**config.mk**
```make
export PLATFORM = sky130hd
export DESIGN_NAME = npc_search
export DESIGN_NICKNAME = d
export VERILOG_FILES = /design/src/sv/npc_pkg.sv /design/src/sv/npc_search.sv
export SDC_FILE = /design/constraint.sdc
export NUM_CORES = 1
export LEC_CHECK = 0
export BUFFER_PORTS_ARGS = -buffer_cell sky130_fd_sc_hd__buf_2
export CORE_MARGIN = 2
export CORE_UTILIZATION = 44
export DETAILED_ROUTE_END_ITERATION = 8
export PLACE_DENSITY_LB_ADDON = 0.05
export SLEW_MARGIN = 20
export SYNTH_ARGS = -nofsm -noshare
export SYNTH_HDL_FRONTEND = slang
export SYNTH_SLANG_ARGS = --single-unit
```
**constraint.sdc**
```tcl
create_clock -name clk_i -period 5.6 [get_ports clk_i]
set_clock_uncertainty 0.15 [all_clocks]
set_input_delay 0.84 -clock clk_i [delete_from_list [all_inputs] [get_ports clk_i]]
set_output_delay 0.84 -clock clk_i [all_outputs]
set_load 0.01 [all_outputs]
```
**src/sv/npc_pkg.sv**
```systemverilog
`default_nettype none
package npc_pkg;

  localparam int PALETTE_SIZE_DEF = 256;
  localparam int CHAN_W           = 8;
  localparam int IDX_W            = 8;
  localparam int COLOR_W          = 3 * CHAN_W;
  localparam int SQ_W             = 2 * CHAN_W;
  // 3 * 255^2 = 195075 fits in 18 bits
  localparam int DIST_W           = SQ_W + 2;

  // tag that travels with one palette read through the search pipeline
  typedef struct packed {
    logic             vld;
    logic [IDX_W-1:0] idx;
  } scan_tag_t;

endpackage
`default_nettype wire

```
**src/sv/npc_search.sv**
```systemverilog
`default_nettype none
module npc_search (
  input  wire logic                        clk_i,
  input  wire logic                        rst_ni,
  input  wire logic                        start_i,
  input  wire logic [npc_pkg::CHAN_W-1:0]  red_i,
  input  wire logic [npc_pkg::CHAN_W-1:0]  green_i,
  input  wire logic [npc_pkg::CHAN_W-1:0]  blue_i,
  input  wire npc_pkg::scan_tag_t          tag_i,
  input  wire logic [npc_pkg::COLOR_W-1:0] entry_i,
  output logic                             busy_o,
  output logic      [npc_pkg::IDX_W-1:0]   best_idx_o
);

  localparam int CW = npc_pkg::CHAN_W;
  localparam int SW = npc_pkg::SQ_W;
  localparam int DW = npc_pkg::DIST_W;

  function automatic logic [SW-1:0] chan_sq(input logic [CW-1:0] a, input logic [CW-1:0] b);
    logic [CW-1:0] d;
    d = (a > b) ? (a - b) : (b - a);
    return SW'(d) * SW'(d);
  endfunction

  npc_pkg::scan_tag_t    sq_tag_q;
  logic [SW-1:0]         sq_r_q, sq_g_q, sq_b_q;
  logic [DW-1:0]         cur_dist;
  logic [DW-1:0]         best_dist_q;
  logic [npc_pkg::IDX_W-1:0] best_idx_q;
  logic                  first_q;

  // stage 1: per-channel squared differences
  always_ff @(posedge clk_i) begin
    sq_r_q <= chan_sq(red_i,   entry_i[3*CW-1:2*CW]);
    sq_g_q <= chan_sq(green_i, entry_i[2*CW-1:CW]);
    sq_b_q <= chan_sq(blue_i,  entry_i[CW-1:0]);
  end

  always_ff @(posedge clk_i or negedge rst_ni) begin
    if (!rst_ni) begin
      sq_tag_q <= '0;
    end else begin
      sq_tag_q <= tag_i;
    end
  end

  // stage 2: sum and keep the strictly smaller distance (lowest index on ties)
  assign cur_dist = DW'(sq_r_q) + DW'(sq_g_q) + DW'(sq_b_q);

  always_ff @(posedge clk_i or negedge rst_ni) begin
    if (!rst_ni) begin
      first_q <= 1'b1;
    end else if (start_i) begin
      first_q <= 1'b1;
    end else if (sq_tag_q.vld) begin
      first_q <= 1'b0;
    end
  end

  always_ff @(posedge clk_i) begin
    if (sq_tag_q.vld && (first_q || (cur_dist < best_dist_q))) begin
      best_dist_q <= cur_dist;
      best_idx_q  <= sq_tag_q.idx;
    end
  end

  assign busy_o     = sq_tag_q.vld;
  assign best_idx_o = best_idx_q;

endmodule
`default_nettype wire

```
==> results summary <==
The initial core utilization is 44.5%. The synthesis warning total is 0. The clock slew at the register clock pins of the worst setup and hold paths came out at 70 ps.

For the worst setup path, the data arrival time is 6250 ps. Across the run, the number of max-cap violations was 0. Routability-driven placement finished with a final weighted congestion of 0.835. For this run the aggregate overflow at the end of global routing stands at 0. The worst setup path is launched from an input pin.

The max-slew violation count is 0. In this run the deepest clock path goes through 2 buffers. The maximum level of the CTS H-tree is 3. The shortest clock period the worst path allows after layout is 6170 ps. The maximum achievable frequency is 162 MHz.

The setup path with the least slack is of type in -> reg. The total instance count after detailed placement came out at 1739. TritonCTS built the clock tree. The synthesized netlist devotes 12.3% of its cell area to compound gates. After synthesis, flip-flops and latches occupy 18.7% of the total area.

Of the total synthesized cell area, the portion taken by XOR and XNOR cells is 6.75%. The first-pass iteration count of the detailed router came out at 5. The placed wire-length estimate after detailed placement is 18.7 mm. The antenna violation net count after detailed routing is 0. The die width is 157 microns. Synthesis produced a netlist whose cell count is 1127. In this run the critical register-to-register path is captured at best_dist_q[10]. For flop-to-flop paths, the worst setup slack is 510 ps. The net total in the final layout came out at 1792. The initial antenna violation count is 0.

The die outline height came out at 157 microns. For the pin with the worst max-slew slack, the measured transition is 825 ps. The worst register-to-register path begins at sq_b_q[3]. STA classifies the critical path endpoint as a flop. The placeable core region is 23300 sq um. The count of buffers from port buffering came out at 68. Tracing the worst setup path back leads to its startpoint at entry_i[8]. After detailed routing, the average wire length per cell comes to 12.5 microns. The root buffer cell chosen for the clock tree is sky130_fd_sc_hd__clkbuf_16. The run finished, with violations left.

The number of clock buffers inserted by TritonCTS is 9. The final count of hold timing violations is 0. After synthesis, the largest family of logic cells by area is adder cells. The accumulated negative setup slack came out at -7120 ps. The detailed router finished its first iteration with 220 violations. The count of flip-flops with a built-in enable after synthesis came out at 26. The met1 track demand over resource is 25.8%. The share of synthesized flip-flops with an asynchronous set or reset came out at 12.3%. Setup repair after global routing could not meet its margin everywhere. The worst hold-check path type is in -> async. The adder and majority gate portion of the synthesized area is 39.1%. At the worst endpoint, the required time is 5680 ps.

The overall via count from detail_route is 8459. The number of hold buffers added after cts is 0. The worst hold slack is 196 ps. After synthesis, the share of cell area in mux cells is 1.46%. The final standard cell count with taps included and fillers excluded is 1791. The number of antenna diodes in the final layout is 0. The clock net in this run drives a total of 81 sinks. The met3 demand-to-capacity share in global routing came out at 2.26%.

The simple-gate share of the synthesized area is 12.9%. The slack of the critical path came out at -573 ps. The top-level I/O count came out at 69. The pin count of the biggest net entering global routing came out at 17. The wire length of the first global-routing pass came out at 37.7 mm. The largest fanout on the critical path came out at 3. Yosys mapped the design onto 78 distinct sky130hd cell types. Compared with the post-synthesis result, the final layout area differs by 42.4%. For the worst flop-to-flop path, the logic depth is 15.

Among all flip-flop cells after synthesis, the most frequent one is sky130_fd_sc_hd__dfxtp_1. The checks that failed: setup timing. The placement row count came out at 56. The met2 usage came out at 32.2%. The detailed-route vias per instance came out at 4.72. For the worst-skew pair, the clock arrives at the later sink with an insertion delay of 350 ps. The proportion of layout cells with a drive suffix above 1 is 39.3%.

Dividing the synthesized area by the synthesized cell count gives 9.18 sq um. After global routing, the most crowded layer is met2. The finished layout cell area came out at 14700 sq um.

The placed instance area came out at 13400 sq um. The overall fraction of global-route tracks in use came out at 18.7%. The post-route clock period utilization is 110%. The via count of the first global-routing pass is 8459. The headroom to the max-slew limit came out at 44.3%. The synthesized flop and latch total is 81. The cell area after synthesis is 10300 sq um. The detailed-route wire length came out at 22.4 mm. The area enclosed by the die boundary came out at 24700 sq um. After detailed routing, the number of remaining DRC violations is 0.

The total setup violations reported at the end of the flow came out at 20.
[synthesized netlist by cell type, drive strengths merged, types with 3 or more instances]
master	number	area [sq um]
o31ai	6	72.6
nand3	12	65.1
nand2	29	109
dfxtp	45	901
a221oi	3	32.5
nor2	115	442
or2	19	119
a211oi	11	87.6
o211ai	5	42.5
inv	222	833
nor4	3	18.8
nor2b	10	62.6
o21bai	7	52.6
dfrtp	9	225
a21oi	61	305
and2	8	51.3
nand3b	5	37.5
mux2i	14	140
ha	168	2100
edfxtp	26	781
xnor2	51	469
nand2b	14	87.6
xor2	21	206
o21ai	34	170
nand4	7	43.8
o21a	15	113
clkbuf	3	11.3
fa	97	1940
or3	10	62.6
nor3	20	110
a21o	21	158
and3	7	43.8
buf	10	52.6
a311oi	3	38.8
[worst max-delay path by stage]
stage	slack [ps]	endpoint	depth (start not counted)
finish	-570	sq_g_q[15]	25
global route	-790	sq_g_q[15]	28
floorplan	-660	sq_g_q[15]	25
detailed placement	-1050	sq_g_q[15]	28
global placement	-960	sq_g_q[15]	24
CTS	-580	sq_g_q[15]	25
[stage by stage]
step / setup slack [ps] / util (%)
2_1_floorplan: -661 / -
3_3_place_gp: -957 / 57.5
3_5_place_dp: -1050 / 57.5
4_1_cts: -581 / 61.8
5_1_grt: -793 / 63.3
6_report: -573 / 63.3
[timing repair]
| item | CTS | global route |
|---|---|---|
| pin swaps | 86 | 78 |
| endpoints found under the setup margin | 25 | 28 |
| setup buffers | 30 | 13 |
| resized for setup | 104 | 70 |
[registers in the layout, summed over array words and instances, names as in the netlist]
name / flops
sq_r_q: 15
sq_g_q: 15
best_dist_q: 18
first_q: 1
best_idx_o: 8
sq_b_q: 15
sq_tag_q: 8
busy_o: 1
[layout make-up]
type / count / area [sq um]
clock buffer: 9 / 225
timing repair buffer: 341 / 2520
inverter: 222 / 863
tap: 319 / 399
fill: 2033 / 8530
clock inverter: 7 / 106
multi-input combinational: 812 / 8680
sequential: 81 / 1930
[worst max-delay path, stage by stage]
cell	delay [ps]
sky130_fd_sc_hd__buf_6	110
sky130_fd_sc_hd__inv_4	50
sky130_fd_sc_hd__ha_4	120
sky130_fd_sc_hd__inv_2	30
sky130_fd_sc_hd__fa_2	330
sky130_fd_sc_hd__a21o_1	160
sky130_fd_sc_hd__a21o_1	160
sky130_fd_sc_hd__a221o_1	310
sky130_fd_sc_hd__a22o_1	180
sky130_fd_sc_hd__mux2_4	290
sky130_fd_sc_hd__or3_4	410
sky130_fd_sc_hd__fa_1	510
sky130_fd_sc_hd__inv_2	50
sky130_fd_sc_hd__fa_2	560
sky130_fd_sc_hd__inv_2	40
sky130_fd_sc_hd__fa_1	450
sky130_fd_sc_hd__fa_1	510
sky130_fd_sc_hd__inv_2	40
sky130_fd_sc_hd__ha_4	200
sky130_fd_sc_hd__o21a_1	190
sky130_fd_sc_hd__nor2_2	120
sky130_fd_sc_hd__o31ai_2	90
sky130_fd_sc_hd__a21o_1	170
sky130_fd_sc_hd__a21oi_2	120
sky130_fd_sc_hd__xnor3_1	210
[kinds of logic (layout without fill, tap and decap cells)]
| kind of cell | Yosys count | after routing |
|---|---|---|
| AO/OA/AOI/OAI | 187 | 187 |
| multiplexers | 15 | 15 |
| XOR/XNOR | 73 | 73 |
| buffers and inverters | 235 | 579 |
| flip-flops | 81 | 81 |
| adder cells (fa/ha/maj) | 265 | 265 |
| other | 2 | 3 |
| AND/OR/NAND/NOR | 269 | 269 |
[placed cells by master, fill, tap and decap left out, types with 6 or more instances in the layout]
cell type / count
sky130_fd_sc_hd__nor3_1: 12
sky130_fd_sc_hd__ha_1: 138
sky130_fd_sc_hd__dfxtp_1: 45
sky130_fd_sc_hd__buf_2: 62
sky130_fd_sc_hd__and2_1: 6
sky130_fd_sc_hd__inv_1: 182
sky130_fd_sc_hd__ha_4: 26
sky130_fd_sc_hd__a21o_1: 21
sky130_fd_sc_hd__edfxtp_1: 26
sky130_fd_sc_hd__o21ai_1: 6
sky130_fd_sc_hd__o21ai_0: 24
sky130_fd_sc_hd__nand2b_1: 10
sky130_fd_sc_hd__inv_2: 34
sky130_fd_sc_hd__xor2_1: 14
sky130_fd_sc_hd__fa_2: 12
sky130_fd_sc_hd__fa_1: 85
sky130_fd_sc_hd__nand3_1: 10
sky130_fd_sc_hd__nor2_1: 91
sky130_fd_sc_hd__nand4_1: 7
sky130_fd_sc_hd__and3_1: 6
sky130_fd_sc_hd__clkbuf_16: 9
sky130_fd_sc_hd__xnor2_2: 9
sky130_fd_sc_hd__a21oi_2: 14
sky130_fd_sc_hd__buf_6: 21
sky130_fd_sc_hd__or2_1: 7
sky130_fd_sc_hd__o21a_1: 15
sky130_fd_sc_hd__nand2_1: 27
sky130_fd_sc_hd__nor2_4: 7
sky130_fd_sc_hd__xnor2_1: 40
sky130_fd_sc_hd__or2_4: 8
sky130_fd_sc_hd__dfrtp_1: 9
sky130_fd_sc_hd__mux2i_4: 8
sky130_fd_sc_hd__nor2b_1: 8
sky130_fd_sc_hd__a21oi_1: 43
sky130_fd_sc_hd__or3_1: 9
sky130_fd_sc_hd__nor2_2: 17
sky130_fd_sc_hd__buf_4: 254
[metal layers]
layer | routed length [microns] | part of all wire (%) | vias up
met3 | 415 | 1.9 | 8
met2 | 11100 | 50 | 95
li1 | - | - | 4383
met1 | 10800 | 48 | 3973
met4 | 79 | 0.35 | 0
met5 | 0 | 0 | -
Power is not shown: default switching activity piles up to over one toggle a cycle in this logic, so the estimate is an artifact.
